==> src/hdl/lzwm_pkg.sv <==
`default_nettype none
package lzwm_pkg;

    localparam int WINDOW_DEF = 256;
    localparam int BYTE_W     = 8;
    localparam int DIST_W     = 9;
    localparam int LEN_W      = 9;

    // Control that the top level broadcasts to every cell of the window.
    typedef struct packed {
        logic adv;      // a byte transfer happens in this cycle
        logic keep_tk;  // the token goes on: shift the token-span marks
        logic clear;    // end of stream: drop the whole window
        logic m_zero;   // no match is pending, so a new token starts here
    } lzwm_ctl_t;

    // Token fields that travel beside the farthest-distance search.
    typedef struct packed {
        logic              literal;
        logic [LEN_W-1:0]  length;
        logic [BYTE_W-1:0] next_byte;
        logic              has_next;
    } lzwm_tag_t;

    // One finished triple.
    typedef struct packed {
        logic [DIST_W-1:0] distance;
        logic [LEN_W-1:0]  length;
        logic [BYTE_W-1:0] next_byte;
        logic              has_next;
    } lzwm_res_t;

endpackage
`default_nettype wire

==> src/hdl/lzwm_cell.sv <==
`default_nettype none
// One window position: holds the byte at a fixed backward distance and
// passes it to the next cell on every transfer.
module lzwm_cell (
    input  wire                            clk,
    input  wire                            rst_n,
    input  wire lzwm_pkg::lzwm_ctl_t       ctl,
    input  wire [lzwm_pkg::BYTE_W-1:0]     cur_byte,
    input  wire [lzwm_pkg::BYTE_W-1:0]     byte_in,
    input  wire                            val_in,
    input  wire                            tk_in,
    output logic [lzwm_pkg::BYTE_W-1:0]    byte_out,
    output logic                           val_out,
    output logic                           tk_out,
    output logic                           was,
    output logic                           ext
);

    logic [lzwm_pkg::BYTE_W-1:0] byte_reg;
    logic                        val_reg;
    logic                        tk_reg;
    logic                        alive_reg;

    // A candidate that lies inside the current token may not extend.
    always_comb
    begin
        was      = ctl.m_zero ? val_reg : alive_reg;
        ext      = was & ~tk_reg & (byte_reg == cur_byte);
        byte_out = byte_reg;
        val_out  = val_reg;
        tk_out   = tk_reg;
    end

    always_ff @(posedge clk)
    begin
        if (ctl.adv)
        begin
            byte_reg <= byte_in;
        end
    end

    always_ff @(posedge clk or negedge rst_n)
    begin
        if (!rst_n)
        begin
            val_reg   <= 1'b0;
            tk_reg    <= 1'b0;
            alive_reg <= 1'b0;
        end
        else if (ctl.adv)
        begin
            val_reg   <= ctl.clear ? 1'b0 : val_in;
            tk_reg    <= ctl.keep_tk ? tk_in : 1'b0;
            alive_reg <= ctl.clear ? 1'b0 : ext;
        end
    end

endmodule
`default_nettype wire

==> config.mk <==
export PLATFORM = sky130hd
export DESIGN_NAME = lzwm_cell
export DESIGN_NICKNAME = d
export VERILOG_FILES = /design/src/hdl/lzwm_pkg.sv /design/src/hdl/lzwm_cell.sv
export SDC_FILE = /design/constraint.sdc
export NUM_CORES = 1
export LEC_CHECK = 0
export ABC_CLOCK_PERIOD_IN_PS = 3850
export BUFFER_PORTS_ARGS = -buffer_cell sky130_fd_sc_hd__buf_2
export CAP_MARGIN = 10
export CORE_AREA = 5 5 42 44
export CTS_CLUSTER_SIZE = 14
export DETAILED_ROUTE_END_ITERATION = 6
export DIE_AREA = 0 0 47 49
export GPL_ROUTABILITY_DRIVEN = 0
export PLACE_DENSITY_LB_ADDON = 0.05
export SYNTH_ARGS = -nofsm -noshare
export SYNTH_HDL_FRONTEND = slang
export SYNTH_SLANG_ARGS = --single-unit
==> constraint.sdc <==
create_clock -name clk -period 3.85 [get_ports clk]
set_clock_uncertainty 0.15 [all_clocks]
set_input_delay 0.77 -clock clk [delete_from_list [all_inputs] [get_ports clk]]
set_output_delay 0.77 -clock clk [all_outputs]
set_load 0.01 [all_outputs]
==> metrics.cfg <==
[layout]
largest_reg_flops=8
final_common_cell=buf_2
drive_above_1_share=0.563
utilization=0.496
area_delta_synth_final_pct=47.1
n_antenna_cell=0
final_cell_mix=buf_2, edfxtp_1, xnor2_1, xor2_1
nets=96

[critical_path]
cp_cell_sequence=buf_2, mux2i_1, or4_1, nor4_2, buf_2
r2r-end=alive_reg
crit_required_ns=2.93
critical_path_class=primary input to output pin
critical_path.startpoint=ctl[0]
crit_fanout=2
end_kind=output pin
cp_slowest_cell=or4_1
reg2reg_from=byte_out[5]
cp.arrival_ns=1.97
reg2reg_depth=4
critPathLaunchType=primary input
cpPeakStageDelay_ns=0.56
critPathMostFrequentCell=buf_2
reg2reg_slack_ns=2.18
cp-endpoint=ext

[sta]
slew_viol_final=0
fin_tns_setup_ns=0
min_period_ns=2.89
maxSlewHeadroom=0.819
rsz0062_at_grt=false
fmax_mhz=346
setup-violations-final=0
post-route-period-util=0.750
hold_violations=0
worst_pin_slew_ns=0.270

[logic_synthesis]
syn_area_per_cell_um2=14.8
synth_fp_nets=56
ys_ff_latch=11
ys_seq_area_frac=0.667
netlist_area_um2=473
yosys_warnings=0
netlist_instances=32
ys_types=13

[floorplan]
start_util=0.338
rows=14
dieWidth_um=47
io_pins=36
die_y_um=49
core-area_um2=1400
die_area_um2=2300

[clocking]
cts_root_buffer=clkbuf_4
clkLatencyLatePin_ns=0.26
cts_buffers=3
clockBufferDepth=2
htreeDepth=1
cts_setup_buffers=0
clk_pin_slew_ns=0.07
cts_sinks=11
post_cts_resized=0
cts.hold.buffers_added=0
cts_tree=done

[status]
status=finished clean

[power_and_ir_drop]
cellLeakagePower_uw=0.000340
pwr_density_cell_nw_per_um2=369
worst_ir_drop_vdd_mv=0.187

[grt]
grt_max_degree=15
grtUsageTotal=0.0991
antenna_found_initial=0
grt_pass1_vias=365
grt_overflow=0
grt_pass1_wl_um=1620

[placed_design]
portBuffers=35
hpwlAfterDp_um=829

[run]
drv_cap=0

[drt]
viasPerCell=4.37
num_vias=380
first_pass_iters=1
route.detailed.drc=0
drt-initial-drc-count=0
ant_nets=0
wl_per_cell_um=11.5
drt_wl_total_um=998

[min_path]
hp-class=primary input to asynchronous set/reset pin

-- Yosys cell counts --
master    n  area, um2
edfxtp_1  8        240
nor4_2    1       12.5
nand3_1   1       5.00
a31o_1    2       17.5
mux2i_1   1       10.0
dfrtp_1   3       75.1
nand4_1   1       6.26
o21ai_0   1       5.00
inv_1     3       11.3
or4_1     1       7.51
xnor2_1   4       35.0
xor2_1    4       35.0
nor2b_1   2       12.5
-- kinds of logic (layout without fill, tap and decap cells) --
| kind of cell | Yosys count | after routing | share of synthesized area |
|---|---|---|---|
| multiplexers | 1 | 1 | 0.0212 |
| XOR/XNOR | 8 | 8 | 0.148 |
| AO/OA/AOI/OAI | 3 | 3 | 0.0476 |
| buffers and inverters | 3 | 42 | 0.0238 |
| AND/OR/NAND/NOR | 6 | 6 | 0.0926 |
| flip-flops | 11 | 11 | 0.667 |
-- worst max-delay path, delay by kind of cell --
kind	cells	cell delay [ns]
buffers and inverters	2	0.29
muxes	1	0.14
and+or+nand+nor	2	0.77
-- layer usage --
layer / vias up / track usage / routed length [um]
met5: - / 0 / 0
met4: 0 / 0.0553 / 0
met3: 0 / 0.0480 / 152
met2: 23 / 0.136 / 472
met1: 163 / 0.124 / 372
li1: 194 / - / -
-- how the worst min path moves through the flow --
stage,start,to,slack (ns),cells after the start
2_1_floorplan,rst_n,alive_reg,0.32,0
3_3_place_gp,rst_n,val_out,0.42,1
3_5_place_dp,tk_out,tk_out,0.41,2
4_1_cts,rst_n,tk_out,0.12,1
5_1_grt,rst_n,tk_out,0.12,1
6_report,rst_n,tk_out,0.14,1
-- report_power, final --
part,internal (uW),switching [uW]
Combinational,21.4,18.5
Clock,38.4,36.8
Sequential,137,5.01
-- through the flow --
step | total power [uW] | hold slack, ns | setup slack, ns | instance area (um2) | instances
finish | 257 | 0.140 | 0.962 | 696 | 87
global route | 274 | 0.121 | 0.858 | 696 | 87
CTS | 265 | 0.125 | 0.927 | 696 | 87
detailed placement | 185 | 0.413 | 0.938 | 668 | 83
global placement | 185 | 0.419 | 0.976 | 668 | 83
floorplan | 161 | 0.324 | 1.23 | 473 | 32
-- cell type report --
cell class,count,area [um2]
fill,126,706
sequential,11,315
timing repair buffer,35,175
multi-input combinational,18,146
clock buffer,3,22.5
tap,16,20.0
inverter,3,11.3
clock inverter,1,5.00
Power figures use the tool's default switching activity.
