<file path="src/hdl/lzwm_pkg.sv">
`default_nettype none
package lzwm_pkg;

    localparam int WINDOW_DEF = 256;
    localparam int BYTE_W     = 8;
    localparam int DIST_W     = 9;
    localparam int LEN_W      = 9;

    // Control that the top level broadcasts to every cell of the window.
    typedef struct packed {
        logic adv;      // a byte transfer happens in this cycle
        logic keep_tk;  // the token goes on: shift the token-span marks
        logic clear;    // end of stream: drop the whole window
        logic m_zero;   // no match is pending, so a new token starts here
    } lzwm_ctl_t;

    // Token fields that travel beside the farthest-distance search.
    typedef struct packed {
        logic              literal;
        logic [LEN_W-1:0]  length;
        logic [BYTE_W-1:0] next_byte;
        logic              has_next;
    } lzwm_tag_t;

    // One finished triple.
    typedef struct packed {
        logic [DIST_W-1:0] distance;
        logic [LEN_W-1:0]  length;
        logic [BYTE_W-1:0] next_byte;
        logic              has_next;
    } lzwm_res_t;

endpackage
`default_nettype wire

</file>
<file path="src/hdl/lzwm_out_fifo.sv">
`default_nettype none
// Result queue. Space is reserved when a byte that ends a token is taken in,
// so results still inside the search tree always find a free slot.
module lzwm_out_fifo #(
    parameter int DEPTH = 10
) (
    input  wire                        clk,
    input  wire                        rst_n,
    input  wire                        reserve,
    output logic                       can_take,
    input  wire                        push,
    input  wire lzwm_pkg::lzwm_res_t   push_data,
    output logic                       out_valid,
    input  wire                        out_ready,
    output lzwm_pkg::lzwm_res_t        out_data
);

    localparam int PW = $clog2(DEPTH);
    localparam int CW = $clog2(DEPTH + 1);

    lzwm_pkg::lzwm_res_t mem [DEPTH];
    logic [PW-1:0]       wr_ptr_reg;
    logic [PW-1:0]       rd_ptr_reg;
    logic [CW-1:0]       count_reg;
    logic [CW-1:0]       owed_reg;
    logic                pop;

    assign pop       = out_valid & out_ready;
    assign out_valid = (count_reg != '0);
    assign out_data  = mem[rd_ptr_reg];
    assign can_take  = (owed_reg < CW'(DEPTH));

    always_ff @(posedge clk)
    begin
        if (push)
        begin
            mem[wr_ptr_reg] <= push_data;
        end
    end

    always_ff @(posedge clk or negedge rst_n)
    begin
        if (!rst_n)
        begin
            wr_ptr_reg <= '0;
            rd_ptr_reg <= '0;
            count_reg  <= '0;
            owed_reg   <= '0;
        end
        else
        begin
            if (push)
            begin
                wr_ptr_reg <= (wr_ptr_reg == PW'(DEPTH - 1)) ? '0 : wr_ptr_reg + 1'b1;
            end
            if (pop)
            begin
                rd_ptr_reg <= (rd_ptr_reg == PW'(DEPTH - 1)) ? '0 : rd_ptr_reg + 1'b1;
            end
            count_reg <= count_reg + CW'(push) - CW'(pop);
            owed_reg  <= owed_reg + CW'(reserve) - CW'(pop);
        end
    end

    a_owed_bound: assert property (@(posedge clk) disable iff (!rst_n)
        owed_reg <= CW'(DEPTH))
        else $error("result reservations exceed the queue depth");

    a_count_le_owed: assert property (@(posedge clk) disable iff (!rst_n)
        count_reg <= owed_reg)
        else $error("queued results exceed reservations");

    a_no_overflow: assert property (@(posedge clk) disable iff (!rst_n)
        push |-> (count_reg < CW'(DEPTH)) || pop)
        else $error("result pushed into a full queue");

endmodule
`default_nettype wire

</file>
<file path="config.mk">
export PLATFORM = sky130hd
export DESIGN_NAME = lzwm_out_fifo
export DESIGN_NICKNAME = d
export VERILOG_FILES = /design/src/hdl/lzwm_pkg.sv /design/src/hdl/lzwm_out_fifo.sv
export SDC_FILE = /design/constraint.sdc
export NUM_CORES = 1
export LEC_CHECK = 0
export BUFFER_PORTS_ARGS = -buffer_cell sky130_fd_sc_hd__buf_2
export CAP_MARGIN = 20
export CELL_PAD_IN_SITES_DETAIL_PLACEMENT = 2
export CELL_PAD_IN_SITES_GLOBAL_PLACEMENT = 2
export CORE_ASPECT_RATIO = 0.5
export CORE_MARGIN = 1
export CORE_UTILIZATION = 53
export CTS_BUF_LIST = sky130_fd_sc_hd__clkbuf_4 sky130_fd_sc_hd__clkbuf_8
export CTS_CLUSTER_DIAMETER = 30
export DETAILED_ROUTE_END_ITERATION = 10
export PLACE_DENSITY = 0.95
export REMOVE_ABC_BUFFERS = 1
export SKIP_CTS_REPAIR_TIMING = 1
export SYNTH_ARGS = -nofsm -noshare
export SYNTH_HDL_FRONTEND = slang
export SYNTH_SLANG_ARGS = --single-unit
export TNS_END_PERCENT = 100
</file>
<file path="constraint.sdc">
create_clock -name clk -period 6.6 [get_ports clk]
set_clock_uncertainty 0.1 [all_clocks]
set_input_delay 0.33 -clock clk [delete_from_list [all_inputs] [get_ports clk]]
set_output_delay 0.33 -clock clk [all_outputs]
set_load 0.005 [all_outputs]
</file>
==> results of run 1 <==
## synth_stat cells, drive strengths merged (2+ instances only)
library cell	n	area (µm²)
a21o	3	22.5
a21oi	3	15.0
buf	24	221
clkbuf	11	41.3
dfrtp	16	400
edfxtp	270	8110
fa	2	40.0
ha	9	113
inv	7	26.3
mux2	82	991
mux4	27	608
nand2	33	124
nand2b	2	12.5
nand3	2	10.0
nand4	2	12.5
nor2	37	169
nor2b	5	31.3
nor4	2	12.5
o21ai	2	10.0
o22ai	27	231
o31ai	27	308
or2	2	12.5
xnor2	6	52.6
xor2	3	26.3
## stage by stage
| stage | area, µm² | std cells | setup slack [ns] | hold WS, ns |
|---|---|---|---|---|
| 2_1_floorplan | 11400 | 577 | 2.04 | -0.0656 |
| 3_3_place_gp | 12200 | 945 | 3.29 | 0.173 |
## cell families after synthesis
| kind of cell | synth area share |
|---|---|
| buf+inv | 0.0248 |
| xor+xnor | 0.00676 |
| fa+ha+maj | 0.0131 |
| compound gates | 0.0519 |
| simple gates | 0.0364 |
| mux | 0.138 |
| flops | 0.729 |
==> summary.md, run 1 <==
| Metric | Value |
|---|---|
| Outcome | `stopped before the end` |
| Failed at | `3_5_place_dp` |
| Tool error | `[ERROR DPL-0033] detailed placement checks failed during check placement.` |
| #FFs+latches synth | `~290` |
| Die width | `212 µm` |
| Port Buf Inserts | `60` |
| Syn Inst Count | `a little over 600` |
| Final GP Congestion | `0.720` |
| Register area share after synthesis | `0.729` |
| Ports | `61` |
| Initial Utilization | `0.554` |
| Mapped cell area | `11,700 µm²` |
| FP Rows | `37` |
| Synthesized area per cell | `19.1 µm²` |
| Ys Warns | `0` |
| Synth Flop Type | `edfxtp_1` |
| Number of synthesized flops with an enable pin | `270` |
| Asr flop ratio synth | `0.0559` |
| Synth cell types | `42` |
| Hpwl dp | `21.0 mm` |
| Die height | `roughly 110 µm` |
==> run 2, diff against run 1 <==
==> config.mk (replaced) <==
export PLATFORM = sky130hd
export DESIGN_NAME = lzwm_out_fifo
export DESIGN_NICKNAME = d
export VERILOG_FILES = /design/src/hdl/lzwm_pkg.sv /design/src/hdl/lzwm_out_fifo.sv
export SDC_FILE = /design/constraint.sdc
export NUM_CORES = 1
export LEC_CHECK = 0
export BUFFER_PORTS_ARGS = -buffer_cell sky130_fd_sc_hd__buf_2
export CAP_MARGIN = 20
export CORE_MARGIN = 1
export CORE_UTILIZATION = 40
export DETAILED_ROUTE_END_ITERATION = 10
export PLACE_DENSITY_LB_ADDON = 0.15
export REMOVE_ABC_BUFFERS = 1
export SKIP_CTS_REPAIR_TIMING = 1
export SYNTH_ARGS = -nofsm -noshare
export SYNTH_HDL_FRONTEND = slang
export SYNTH_SLANG_ARGS = --single-unit
export TNS_END_PERCENT = 100
==> run 2 against run 1 <==
  * The flow now finishes, with violations (design-rule violations, negative hold slack)
  * Area after synthesis unchanged
  * Synthesized cell count is the same
==> summary.md, run 2 <==
| Metric | Value |
|---|---|
| Crit path time final | `3.49 ns` |
| Clk buf depth | `3` |
| # fillers | `2,449` |
| H-tree Lvls | `1` |
| Final hold vios | `2` |
| Register area share after synthesis | `0.729 (unchanged)` |
| Clk root buf | `clkbuf_16` |
| Failing checks | `design-rule violations, negative hold slack` |
| GRT overflow | `0` |
| Post-synth top area share | `0.695 (unchanged)` |
| Die height | `173 µm (+62%)` |
| Initial DRC Count | `309` |
| Inserted Clock Buffers | `31` |
| Largest net degree at the start of global routing | `59` |
| Crit path launch type | `flop` |
| Mapped cell area | `11,700 µm² (unchanged)` |
| R2R Setup Slk | `4.03 ns` |
| CTS clk-pin slew, worst paths | `0.06 ns` |
| FP Rows | `62 (+68%)` |
| Die area | `approximately 30,000 µm²` |
| Maximum vdd ir drop | `between 0.00015 and 0.0002 V` |
| Worst reg2reg path depth | `3` |
| Final setup margin | `about 3.1 ns` |
| Max Freq | `~290 MHz` |
| Static leakage | `4.61 nW` |
| First-pass GRT wire length | `36.0 mm` |
| Die width | `173 µm (-18%)` |
| Fin util | `0.473` |
| Placed cells | `1,039` |
| Core ar. | `28,700 µm²` |
| Number of synthesized flops with an enable pin | `270 (unchanged)` |
| Final GP Congestion | `0.683 (-5.0%)` |
| Hpwl dp | `13.2 mm (-37%)` |
| Routed vias/inst | `about 5` |
| CTS tree | `built` |
| Worst-Skew Late Latency | `0.54 ns` |
| Pwr/cell area | `431 nW/µm²` |
| Critical Path Fanout Max | `58` |
| Final hold slack | `-0.00524 ns` |
| Hold Crit Depth | `2` |
| Pre-CTS setup slack | `3.64 ns` |
| Placed Area | `12,400 µm²` |
| Final Cell Area | `13,600 µm²` |
| Synthesized area per cell | `19.1 µm² (unchanged)` |
| Hold Path Class | `input pin to flop` |
| Max Cap Viol | `0` |
| Part of the cycle the worst path needs | `0.529` |
| Required @ worst endpoint | `6.17 ns` |
| WP data arrival | `between 3 and 4 ns` |
| Synth cell types | `42 (unchanged)` |
| Ys Warns | `0 (unchanged)` |
| #FFs+latches synth | `286 (unchanged)` |
| Setup TNS | `0 ns` |
| N_diodes | `0` |
| Largest cells by area after synthesis | `edfxtp_1, mux4_2, mux2_2` |
| Port Buf Inserts | `60 (unchanged)` |
| Max FFs per register | `270` |
| Total Routing Usage GR | `0.160` |
| Ports | `61 (unchanged)` |
| # DRC | `2` |
| Asr flop ratio synth | `0.0559 (unchanged)` |
| DRT Pass-1 Iters | `9` |
| Vias in the first global route | `5,985` |
| Area Overhead vs Synth | `16.5%` |
| Outcome | `finished, violations left` |
| Most common cell after layout, fill and taps aside | `edfxtp_1` |
| Leading cell type by number of instances after synthesis | `edfxtp_1` |
| Final Setup Violations | `0` |
| Max-slew violations | `0` |
| Via count | `5,735` |
| Ratio of cells with drive above 1 in the final layout | `0.363` |
| Clock sink total | `approximately 290` |
| Top post-synthesis cells by count | `edfxtp_1, mux2_2, nand2_1` |
| Fin cells | `1,115` |
| Synth Flop Type | `edfxtp_1` |
| Initial Utilization | `0.406 (-0.147)` |
| Syn Inst Count | `612 (unchanged)` |
| Routed WL | `23.6 mm` |
| Commonest non-fill, non-tap cells in the layout | `edfxtp_1, buf_2, mux2_2` |
| Initial antenna violation count | `0` |
| Nets@finish | `752` |
| Largest register by flop count | `mem` |
| Kind of critical path | `flop to output port` |
| CP Capture Type | `output port` |
| RSZ-0062 raised after global routing | `false` |
| Worst rel slew slack | `0.293` |
| Avg WL per Cell | `21.2 µm` |
| Post-DRT Antenna Nets | `0` |
| Slew @ Worst Pin | `1.05 ns` |
| Synth area leader | `edfxtp_1` |
run 2: worst max-delay path, stage by stage (launching register included):
cell and delay, ns:
dfrtp_4 1.05, buf_12 0.38, mux4_2 0.55, nor2_1 0.13, o31ai_2 0.09, buf_2 0.15
run 2: area by class of cell:
cell class / count / area, µm² / area share
inverters: 7 / 26.3 / 0.00193
well taps: 384 / 480 / 0.0354
clock inverters: 21 / 180 / 0.0133
multi-input cells: 284 / 2920 / 0.215
clock buffers: 34 / 787 / 0.0579
flip-flops and latches: 286 / 8510 / 0.627
repair buffers: 99 / 683 / 0.0503
run 2: path summary, 6_finish.rpt:
| check | from | end |
|---|---|---|
| worst max-delay path | rd_ptr_reg[0]$_DFFE_PN0P_ | out_data[13] |
| worst min-delay path | push | wr_ptr_reg[0]$_DFFE_PN0P_ |
| worst max register to register | wr_ptr_reg[0]$_DFFE_PN0P_ | mem[0][17]$_DFFE_PP_ |
| worst min register to register | wr_ptr_reg[0]$_DFFE_PN0P_ | wr_ptr_reg[0]$_DFFE_PN0P_ |
| max in group asynchronous | rst_n | rd_ptr_reg[0]$_DFFE_PN0P_ |
| min in group asynchronous | rst_n | rd_ptr_reg[1]$_DFFE_PN0P_ |
run 2: power breakdown:
| group | total (mW) | internal [mW] | switching, mW |
|---|---|---|---|
| Clock | 1.65 | 0.969 | 0.676 |
| Combinational | 1.78 | 0.846 | 0.935 |
| Sequential | 2.43 | 2.24 | 0.193 |
run 2: metrics by stage:
| step | power, mW | hold slack (ns) |
|---|---|---|
| 2_1_floorplan | 3.69 | -0.0656 |
| 3_3_place_gp | 4.23 | 0.172 |
| 3_5_place_dp | 4.29 | 0.181 |
| 4_1_cts | 5.94 | -0.393 |
| 5_1_grt | 6.17 | 0.00123 |
| 6_report | 5.85 | -0.00524 |
run 2: cell families (layout without fill, tap and decap cells):
| logic type | count (synthesis) | after routing | share of synthesized area |
|---|---|---|---|
| xor+xnor | 9 | 9 | 0.00676 |
| fa+ha+maj | 11 | 11 | 0.0131 |
| compound gates | 64 | 64 | 0.0519 |
| simple gates | 90 | 90 | 0.0364 |
| buf+inv | 42 | 161 | 0.0248 |
| mux | 110 | 110 | 0.138 |
| flops | 286 | 286 | 0.729 |
run 2: metal layers:
metal  global-route usage  vias to the layer above  wire length (µm)
met5                    0                        -                 0
met3               0.0284                       32               938
met4               0.0406                        0               397
met1                0.206                     2986             10300
li1                     -                     2610                 -
met2                0.281                      107             11900
Power figures use the tool's default switching activity.
